===== src/hdl/mismatch_tolerant_bitap_matcher_assert.svh =====
// Assertion macros for the k-mismatch bitap matcher.
`ifndef MISMATCH_TOLERANT_BITAP_MATCHER_ASSERT_SVH
`define MISMATCH_TOLERANT_BITAP_MATCHER_ASSERT_SVH

// Check that the consequent holds in the cycle after the antecedent.
`define MTB_ASSERT_NEXT(lbl, ante, cons, msg) \
  lbl: assert property (@(posedge clk) disable iff (rst) (ante) |=> (cons)) else $error(msg);

// Check that the consequent holds in the same cycle as the antecedent.
`define MTB_ASSERT_SAME(lbl, ante, cons, msg) \
  lbl: assert property (@(posedge clk) disable iff (rst) (ante) |-> (cons)) else $error(msg);

`endif


===== src/hdl/mtb_pkg.sv =====
// Shared constants and types of the k-mismatch bitap matcher.
package mtb_pkg;

  localparam int PATTERN_MAX_DEF   = 31;
  localparam int SUBST_MAX_DEF     = 8;
  localparam int POSITION_BITS_DEF = 24;

  localparam int MODE_BITS     = 2;
  localparam int CHAR_BITS     = 7;
  localparam int INDEX_BITS    = 5;
  localparam int LENGTH_BITS   = 5;
  localparam int SUBST_BITS    = 4;
  localparam int START_BITS    = 24;
  localparam int CFG_IDX_BITS  = 1;
  localparam int CFG_DATA_BITS = 5;

  typedef enum logic [MODE_BITS-1:0] {
    MODE_LOAD  = 2'd0,
    MODE_TEXT  = 2'd1,
    MODE_START = 2'd2
  } mode_t;

  typedef enum logic [CFG_IDX_BITS-1:0] {
    REG_PATTERN_LENGTH = 1'd0,
    REG_MAX_SUBST      = 1'd1
  } cfg_reg_t;

endpackage


===== src/hdl/mtb_intf.sv =====
// Request, result and configuration channels of the k-mismatch bitap matcher.
interface mtb_item_if;
  import mtb_pkg::*;
  logic                  valid;
  logic                  ready;
  logic [MODE_BITS-1:0]  mode;
  logic [CHAR_BITS-1:0]  char_code;
  logic [INDEX_BITS-1:0] pattern_index;
  modport source (output valid, mode, char_code, pattern_index, input ready);
  modport sink (input valid, mode, char_code, pattern_index, output ready);
endinterface

interface mtb_result_if;
  import mtb_pkg::*;
  logic                  valid;
  logic                  ready;
  logic                  match_found;
  logic [START_BITS-1:0] match_start;
  modport source (output valid, match_found, match_start, input ready);
  modport sink (input valid, match_found, match_start, output ready);
endinterface

interface mtb_cfg_if;
  import mtb_pkg::*;
  logic                     valid;
  logic                     ready;
  logic [CFG_IDX_BITS-1:0]  index;
  logic [CFG_DATA_BITS-1:0] data;
  modport source (output valid, index, data, input ready);
  modport sink (input valid, index, data, output ready);
endinterface


===== src/hdl/mismatch_tolerant_bitap_matcher.sv =====
// Shift-or bitap search tolerating a configured number of substitutions.
//
// One request enters per clock cycle while results are taken, and every request gives one
// result: a request register feeds a single level of logic that compares the character
// against all pattern positions at once and updates every error row from its old
// value, and the outcome lands in a result register. While a result waits, one more
// request may enter an empty request register and is held there. Mode load writes a
// pattern character, mode text scans one text character, mode start clears the rows,
// the position counter and the found flag. After the first match, text requests give
// empty results until the next start. Configuration writes are taken in any cycle
// (ready is always high) and act at once; write them only while the block is idle.

`include "mismatch_tolerant_bitap_matcher_assert.svh"

module mismatch_tolerant_bitap_matcher #(
  parameter int PATTERN_MAX   = mtb_pkg::PATTERN_MAX_DEF,
  parameter int SUBST_MAX     = mtb_pkg::SUBST_MAX_DEF,
  parameter int POSITION_BITS = mtb_pkg::POSITION_BITS_DEF
) (
  input  logic         clk,
  input  logic         rst,
  mtb_item_if.sink     item,
  mtb_result_if.source result,
  mtb_cfg_if.sink      cfg
);
  import mtb_pkg::*;

  localparam int ROW_BITS = PATTERN_MAX + 1;
  localparam int ROWS     = SUBST_MAX + 1;
  localparam int PW       = POSITION_BITS + 1;

  function automatic logic [ROW_BITS-1:0] shl(input logic [ROW_BITS-1:0] v);
    return {v[ROW_BITS-2:0], 1'b0};
  endfunction

  logic                     s1_valid;
  logic [MODE_BITS-1:0]     s1_mode;
  logic [CHAR_BITS-1:0]     s1_char;
  logic [INDEX_BITS-1:0]    s1_index;

  logic [LENGTH_BITS-1:0]   pattern_length;
  logic [SUBST_BITS-1:0]    max_subst;

  logic [CHAR_BITS-1:0]     pattern_store [PATTERN_MAX];
  logic [ROW_BITS-1:0]      rows [ROWS];
  logic [POSITION_BITS-1:0] pos;
  logic                     search_done;

  logic                     out_valid;
  logic                     out_found;
  logic [START_BITS-1:0]    out_start;

  logic                     advance;
  logic                     text_step;
  logic [ROW_BITS-1:0]      mask;
  logic [ROW_BITS-1:0]      rows_next [ROWS];
  logic [ROW_BITS-1:0]      sel_row;
  logic                     end_clear;
  logic                     found_next;
  logic [PW-1:0]            pos_inc;
  logic [PW-1:0]            len_ext;
  logic [PW-1:0]            start_full;
  logic [START_BITS-1:0]    start_next;
  logic [POSITION_BITS-1:0] pos_next;

  assign advance    = s1_valid && (!out_valid || result.ready);
  assign item.ready = !s1_valid || advance;
  assign cfg.ready  = 1'b1;

  assign result.valid       = out_valid;
  assign result.match_found = out_found;
  assign result.match_start = out_start;

  // Request register.
  always_ff @(posedge clk) begin
    if (rst) begin
      s1_valid <= 1'b0;
    end else if (item.ready) begin
      s1_valid <= item.valid;
    end
  end

  always_ff @(posedge clk) begin
    if (item.valid && item.ready) begin
      s1_mode  <= item.mode;
      s1_char  <= item.char_code;
      s1_index <= item.pattern_index;
    end
  end

  // Configuration registers.
  always_ff @(posedge clk) begin
    if (rst) begin
      pattern_length <= '0;
      max_subst      <= '0;
    end else if (cfg.valid) begin
      case (cfg.index)
        REG_PATTERN_LENGTH: pattern_length <= cfg.data[LENGTH_BITS-1:0];
        REG_MAX_SUBST:      max_subst      <= cfg.data[SUBST_BITS-1:0];
        default: ;
      endcase
    end
  end

  // Pattern store.
  always_ff @(posedge clk) begin
    for (int i = 0; i < PATTERN_MAX; i++) begin
      if (advance && s1_mode == MODE_LOAD && int'(s1_index) == i) begin
        pattern_store[i] <= s1_char;
      end
    end
  end

  // Mismatch mask and row update.
  always_comb begin
    mask = '1;
    for (int i = 0; i < PATTERN_MAX; i++) begin
      if (i < int'(pattern_length) && pattern_store[i] == s1_char) begin
        mask[i] = 1'b0;
      end
    end
  end

  always_comb begin
    rows_next[0] = shl(rows[0] | mask);
    for (int d = 1; d < ROWS; d++) begin
      rows_next[d] = shl(rows[d-1] & (rows[d] | mask));
    end
  end

  always_comb begin
    sel_row = rows_next[SUBST_MAX];
    for (int d = 0; d < ROWS; d++) begin
      if (int'(max_subst) == d) begin
        sel_row = rows_next[d];
      end
    end
    end_clear = 1'b0;
    for (int j = 1; j <= PATTERN_MAX; j++) begin
      if (int'(pattern_length) == j) begin
        end_clear = !sel_row[j];
      end
    end
  end

  assign text_step  = (s1_mode == MODE_TEXT) && !search_done;
  assign found_next = text_step && end_clear;
  assign pos_next   = (&pos) ? pos : pos + 1'b1;
  assign pos_inc    = {1'b0, pos} + 1'b1;
  assign len_ext    = PW'(pattern_length);
  assign start_full = (pos_inc >= len_ext) ? pos_inc - len_ext : '0;
  assign start_next = found_next ? START_BITS'(start_full) : '0;

  // Search state.
  always_ff @(posedge clk) begin
    if (rst) begin
      for (int d = 0; d < ROWS; d++) begin
        rows[d] <= {{PATTERN_MAX{1'b1}}, 1'b0};
      end
      pos         <= '0;
      search_done <= 1'b0;
    end else if (advance) begin
      case (s1_mode)
        MODE_START: begin
          for (int d = 0; d < ROWS; d++) begin
            rows[d] <= {{PATTERN_MAX{1'b1}}, 1'b0};
          end
          pos         <= '0;
          search_done <= 1'b0;
        end
        MODE_TEXT: begin
          if (!search_done) begin
            for (int d = 0; d < ROWS; d++) begin
              rows[d] <= rows_next[d];
            end
            pos <= pos_next;
            if (found_next) begin
              search_done <= 1'b1;
            end
          end
        end
        default: ;
      endcase
    end
  end

  // Result register.
  always_ff @(posedge clk) begin
    if (rst) begin
      out_valid <= 1'b0;
    end else if (advance) begin
      out_valid <= 1'b1;
    end else if (result.ready) begin
      out_valid <= 1'b0;
    end
  end

  always_ff @(posedge clk) begin
    if (advance) begin
      out_found <= found_next;
      out_start <= start_next;
    end
  end

  `MTB_ASSERT_NEXT(a_done_sticky, search_done && !(advance && s1_mode == MODE_START), search_done, "found flag dropped without a start")
  `MTB_ASSERT_SAME(a_found_done, out_valid && out_found, search_done, "match reported while search not done")
  `MTB_ASSERT_NEXT(a_hold_request, s1_valid && !advance, s1_valid && $stable(s1_mode) && $stable(s1_char), "stalled request lost")
  `MTB_ASSERT_SAME(a_start_empty, out_valid && !out_found, out_start == '0, "start position set without a match")

endmodule


===== src/flat_wrapper.sv =====
// flat-port wrapper written by rule: the top's interface ports become plain ports
module mismatch_tolerant_bitap_matcher_flat import mtb_pkg::*;
#(
  parameter int PATTERN_MAX   = mtb_pkg::PATTERN_MAX_DEF,
  parameter int SUBST_MAX     = mtb_pkg::SUBST_MAX_DEF,
  parameter int POSITION_BITS = mtb_pkg::POSITION_BITS_DEF
)
  (clk, rst, item_valid, item_mode, item_char_code, item_pattern_index, item_ready, result_valid, result_match_found, result_match_start, result_ready, cfg_valid, cfg_index, cfg_data, cfg_ready);
  mtb_item_if item_i ();
  mtb_result_if result_i ();
  mtb_cfg_if cfg_i ();
  input  logic clk;
  input  logic rst;
  input wire logic [$bits(item_i.valid)-1:0] item_valid;
  input wire logic [$bits(item_i.mode)-1:0] item_mode;
  input wire logic [$bits(item_i.char_code)-1:0] item_char_code;
  input wire logic [$bits(item_i.pattern_index)-1:0] item_pattern_index;
  output wire logic [$bits(item_i.ready)-1:0] item_ready;
  output wire logic [$bits(result_i.valid)-1:0] result_valid;
  output wire logic [$bits(result_i.match_found)-1:0] result_match_found;
  output wire logic [$bits(result_i.match_start)-1:0] result_match_start;
  input wire logic [$bits(result_i.ready)-1:0] result_ready;
  input wire logic [$bits(cfg_i.valid)-1:0] cfg_valid;
  input wire logic [$bits(cfg_i.index)-1:0] cfg_index;
  input wire logic [$bits(cfg_i.data)-1:0] cfg_data;
  output wire logic [$bits(cfg_i.ready)-1:0] cfg_ready;
  assign item_i.valid = item_valid;
  assign item_i.mode = item_mode;
  assign item_i.char_code = item_char_code;
  assign item_i.pattern_index = item_pattern_index;
  assign item_ready = item_i.ready;
  assign result_valid = result_i.valid;
  assign result_match_found = result_i.match_found;
  assign result_match_start = result_i.match_start;
  assign result_i.ready = result_ready;
  assign cfg_i.valid = cfg_valid;
  assign cfg_i.index = cfg_index;
  assign cfg_i.data = cfg_data;
  assign cfg_ready = cfg_i.ready;
  mismatch_tolerant_bitap_matcher #(.PATTERN_MAX(PATTERN_MAX), .SUBST_MAX(SUBST_MAX), .POSITION_BITS(POSITION_BITS)) u_core (.clk(clk), .rst(rst), .item(item_i), .result(result_i), .cfg(cfg_i));
endmodule

===== config.mk =====
export PLATFORM = sky130hd
export DESIGN_NAME = mismatch_tolerant_bitap_matcher_flat
export DESIGN_NICKNAME = d
export VERILOG_FILES = /design/src/hdl/mtb_pkg.sv /design/src/hdl/mtb_intf.sv /design/src/hdl/mismatch_tolerant_bitap_matcher.sv /design/src/flat_wrapper.sv
export VERILOG_INCLUDE_DIRS = /design/src /design/src/hdl
export SDC_FILE = /design/constraint.sdc
export NUM_CORES = 1
export LEC_CHECK = 0
export BUFFER_PORTS_ARGS = -buffer_cell sky130_fd_sc_hd__buf_4
export CAP_MARGIN = 20
export CORE_ASPECT_RATIO = 1.5
export CORE_MARGIN = 2
export CORE_UTILIZATION = 30
export DETAILED_ROUTE_END_ITERATION = 10
export GPL_TIMING_DRIVEN = 0
export PLACE_DENSITY = 0.47
export RECOVER_POWER = 50
export SYNTH_ARGS = -nofsm -noshare
export SYNTH_HDL_FRONTEND = slang
export SYNTH_SLANG_ARGS = --single-unit

===== constraint.sdc =====
create_clock -name clk -period 22.6 [get_ports clk]
set_input_delay 3.39 -clock clk [delete_from_list [all_inputs] [get_ports clk]]
set_output_delay 3.39 -clock clk [all_outputs]
set_load 0.005 [all_outputs]

Word level (Yosys, flattened, before mapping)

Memory sizes are Yosys's and may differ from the RTL's.
Index checks and enable logic that the tools add are counted.

Register bits: 75
RAM bits: 496
Bits of input ports: 25
Output and inout bits: 28
Logic and storage cells: 592
Memories: 2

$add $sub $neg: 3
$lt $le $gt $ge: 32
Eq/ne operators: 104
Mux-type cells: 260
Bitwise gates (word level): 36
Reduce and logical (&&, ||, !) cells: 144

Memory list:

| name                 | words | width | read ports | clocked after memory_dff | write ports | line                                  | RTL |
|---|---|---|---|---|---|---|---|
| u_core.rows          | 9     | 31    | 9          | 0                        | 9           | mismatch_tolerant_bitap_matcher.sv:45 | `logic [ROW_BITS-1:0] rows [ROWS];` |
| u_core.pattern_store | 31    | 7     | 31         | 0                        | 1           | mismatch_tolerant_bitap_matcher.sv:44 | `logic [CHAR_BITS-1:0] pattern_store [PATTERN_MAX];` |

Operator list:

| cell                                                       | number |
|---|---|
| 2-to-1 mux 31 bit                                          | 18 |
| 2-to-1 mux 32 bit                                          | 9 |
| bitwise OR 31 bit                                          | 9 |
| AND 31 bit                                                 | 8 |
| equality test 7 bit                                        | 31 |
| 2-to-1 mux 7 bit                                           | 30 |
| OR reduction 7 bit                                         | 30 |
| 2-to-1 mux 1 bit                                           | 169 |
| equality test 5 bit (second input constant)                | 32 |
| 2-to-1 mux 5 bit                                           | 30 |
| equality test 5 x 4 -> 1 bit (second input constant)       | 16 |
| less-than comparator 5 bit (first input constant)          | 15 |
| logical AND 1 bit                                          | 67 |
| 2-to-1 mux 24 bit                                          | 2 |
| case mux 24 bit (2 select lines)                           | 1 |
| equality test 5 x 3 -> 1 bit (second input constant)       | 8 |
| less-than comparator 4 x 5 -> 1 bit (first input constant) | 8 |
| zero test 1 bit                                            | 34 |
| adder 24 x 1 -> 25 bit (second input constant)             | 1 |
| >= comparator 25 x 5 -> 1 bit                              | 1 |
| adder 24 x 1 -> 24 bit (second input constant)             | 1 |
| AND reduction 24 bit                                       | 1 |
| subtractor 24 x 5 -> 24 bit                                | 1 |
| equality test 4 bit (second input constant)                | 5 |
| other kinds (20)                                           | 52 |

Depth between registers and ports, before layout

An unclocked memory read counts as a cell.

Word-level depth: 51
Depth in mapped cells: 16
Depth with buffers taken out: 13

Worst setup path before layout

No wires, ideal clock.

Path type: input port to flip-flop
Start: input port result_ready
End: memory u_core.rows[0][0] (netlist name) (enable)
Setup time: 0.603 ns
Arrival: 9.741 ns
Required time: 21.997 ns
Setup slack: 12.256 ns
Stages: 3
Path buffers: 0
Path through: nor2b_1 > nor2b_1 > a21o_1

RTL lines:

| what            | line                                  | RTL |
|---|---|---|
| start, declared | flat_wrapper.sv:22                    | `input wire logic [$bits(result_i.ready)-1:0] result_ready;` |
| end, declared   | mismatch_tolerant_bitap_matcher.sv:45 |  |

==> reports/qor.yml <==
clocking:
  cts_setup_buffers: 0
  cts_resized: 0
  clock_latency_ns: 0.65
  htreeDepth: 2
  clkTransAtPathRegs_ns: 0.06
  numCtsBuffers: 57
  numClockSinks: 534
  root_buffer: "clkbuf_16"
  cts_buffer_depth: 3
  ctsHoldBuffers: 0
  cts_tree: "built"
placement:
  hpwl_mm: 92.2
  place_ws_ns: 14.99
  place.gp.congestion: 1.02
  port_buffers: 51
worst_setup_path:
  reg2reg_from: "u_core.result.valid$_SDFFE_PP0P_"
  required_ns: 22.78
  reg2reg_depth: 5
  path_max_fanout: 56
  cp-end-kind: "register"
  endpoint: "u_core.rows[0][132]$_SDFFCE_PN1P_"
  start_kind: "input pin"
  arrival_ns: 10.12
  worstSetupPathType: "input pin to register"
  r2r_end: "u_core.rows[0][132]$_SDFFCE_PN1P_"
  crit_start: "result_ready"
  rrSetupSlack_ns: 15.10
detailed_routing:
  drtIter0Drc: 2202
  first_pass_iters: 6
  drc: 0
  via_count: 22400
  antenna_violating_nets_post_route: 0
  wire_per_inst_um: 30.8
  drt-total-wl_mm: 124
  via_per_inst: 5.56
power:
  total_power_uw: 2320
  leakage_uw: 0.00946
  power-per-cell-area_mw_per_mm2: 72.0
  max-vdd-ir-drop_mv: 0.0516
logic_synthesis:
  ys_seq_area_share_pct: 56.0
  yosysWarnings: 0
  synthArstFlopShare_pct: 0
  yosys.area.top_type: "edfxtp_1"
  synthCells: 2586
  synth_ff_type: "edfxtp_1"
  synth_nets: 2621
  synth_edf_count: 498
  synth_area_mm2: 0.0280
  yosysTopAreaCellShare_pct: 53.4
  synth-seq-cells: 534
  synth_cell_type_count: 104
  synthTopCellsByArea: "edfxtp_1 (53%), o21ai_0 (4.7%), xor2_1 (4.2%), nand2_1 (3.7%), xnor2_1 (3.7%)"
  avgSynthCellArea_um2: 10.8
layout:
  num-nets-final: 2758
  final_util_pct: 34.7
  n_fill_cell: 9269
  multiInputGateArea_mm2: 0.0113
  drive_above_1_share_pct: 10.3
  syn2layout_area_growth_pct: 14.8
  seqCellArea_mm2: 0.0157
  antennaDiodeCount: 0
global_route:
  grt_first_pass_wirelength_mm: 171
  grt_pass1_vias: 22400
  grt_max_degree: 70
  antenna_found_initial: 3
  track_usage_pct: 25.6
  grt_overflow: 0
timing:
  finalSetupTns_ns: 0
  maxSlewViolCount: 125
  setup_ws_ns: 12.65
  setup_viol: 0
  finalCritPeriodShare_pct: 44.0
  fin_hold_ws_ns: 0.518
  worst_pin_slew_ns: 3.27
  rsz0062_at_grt: "false"
  skew_ns: 0.0200
  period_needed_ns: 9.95
  slew_headroom_pct: -118
  hold_viol_final: 0
  fmax_mhz: 101
run_status:
  status: "finished with violations"
  violations: "max-capacitance violations, max-slew violations"
hold_path:
  hold_path.class: "register to register"
  worstHoldPathCells: 2
die:
  start_util_pct: 30.2
  dieWidth_um: 253
  ioPinCount: 53
  die_y_um: 378
  die_area_mm2: 0.0959
  core_mm2: 0.0927
  num_rows: 137
run:
  cap_violations: 3
-- worst min path at each step --
stage	slack, ns	from	endpoint
global route	0.55	u_core.s1_valid$_SDFFE_PP0N_	u_core.result.valid$_SDFFE_PP0P_
global placement	0.50	u_core.s1_valid$_SDFFE_PP0N_	u_core.result.valid$_SDFFE_PP0P_
floorplan	0.48	u_core.s1_valid$_SDFFE_PP0N_	u_core.result.valid$_SDFFE_PP0P_
finish	0.52	u_core.s1_valid$_SDFFE_PP0N_	u_core.result.valid$_SDFFE_PP0P_
detailed placement	0.52	u_core.s1_valid$_SDFFE_PP0N_	u_core.result.valid$_SDFFE_PP0P_
CTS	0.53	u_core.s1_valid$_SDFFE_PP0N_	u_core.result.valid$_SDFFE_PP0P_
-- cell usage after synthesis (all sizes together) (26+ instances only) --
cell and n:
edfxtp 498, o21ai 291, nand2 279, nor2 217, xor2 133, xnor2 121, a21oi 108, buf 91
clkbuf 82, nand3 63, nor3 62, or3 54, inv 43, nand4 38, dfxtp 36, nor4 34
o211ai 33, nand2b 30, a31oi 26
-- state kept, by name (all words and copies together), names as in the netlist --
| signal | flops |
|---|---|
| u_core.pattern_store | 217 |
| u_core.result.valid | 1 |
| u_core.max_subst | 4 |
| u_core.pattern_length | 5 |
| u_core.search_done | 1 |
| u_core.s1_char | 7 |
| u_core.s1_valid | 1 |
| u_core.result.match_start | 24 |
| u_core.s1_mode | 2 |
| u_core.s1_index | 5 |
| u_core.result.match_found | 1 |
| u_core.pos | 24 |
| u_core.rows | 242 |
-- critical path, cell delays in order --
cell      delay, ns
clkbuf_4       0.10
nor2b_1        0.07
nor2b_1        0.83
clkbuf_1       1.14
a21o_1         2.04
clkbuf_1       2.40
-- layout by cell type, fill, tap and decap left out, drive strengths merged, types with 11 or more instances in the layout --
cell type,count
edfxtp,498
o21ai,291
nand2,279
nor2,217
clkbuf,207
xor2,133
xnor2,121
buf,115
a21oi,108
nand3,63
nor3,62
or3,54
inv,45
nand4,38
dfxtp,36
nor4,34
o211ai,33
nand2b,30
a31oi,26
o22ai,23
o31ai,23
clkinv,22
a21o,17
o221ai,17
a211oi,17
nand3b,13
o211a,12
a22oi,12
o21a,11
bufinv,11
-- area by class of cell --
class / instances / share of cell area, %
tap: 1251 / 4.87
sequential: 534 / 48.7
buffer: 173 / 2.88
clock inverter: 35 / 1.42
inverter: 45 / 0.525
multi-input combinational: 1834 / 35.0
timing repair buffer: 78 / 1.97
clock buffer: 71 / 4.63
-- logic make-up (layout without fill, tap and decap cells) --
kind of cell / after synthesis / in the layout / share of synthesized area (%)
AOI/OAI and AO/OA: 691 / 691 / 15.6
xor gates and xnor gates: 254 / 254 / 8.00
adders and majority gates: 10 / 10 / 0.474
buffers and inverters: 218 / 402 / 3.91
DFF: 534 / 534 / 56.0
muxes: 10 / 10 / 0.366
other: 1 / 1 / 0.0134
and+or+nand+nor: 868 / 868 / 15.7
-- report_power, final --
| part | total, µW | internal (µW) | switching (µW) |
|---|---|---|---|
| sequential | 1090 | 1090 | 6.94 |
| combinational | 203 | 54.9 | 148 |
| clock | 1020 | 592 | 428 |
-- through the flow --
stage,instance area [µm²],instances
after floorplan,28000,2586
after global placement,30000,3888
after detailed placement,30500,3912
after CTS,32400,4018
after global routing,32200,4021
final,32200,4021
-- metal layers --
metal / share of wire [%] / wire length, µm / up-vias / track usage [%]
met3: 5.7 / 7030 / 371 / 3.99
met4: 8.4 / 10400 / 2 / 18.5
met1: 35 / 43400 / 11000 / 26.9
met5: 0.011 / 13 / - / 0
li1: - / - / 9913 / -
met2: 51 / 62900 / 1033 / 46.1
Power figures use the tool's default switching activity.
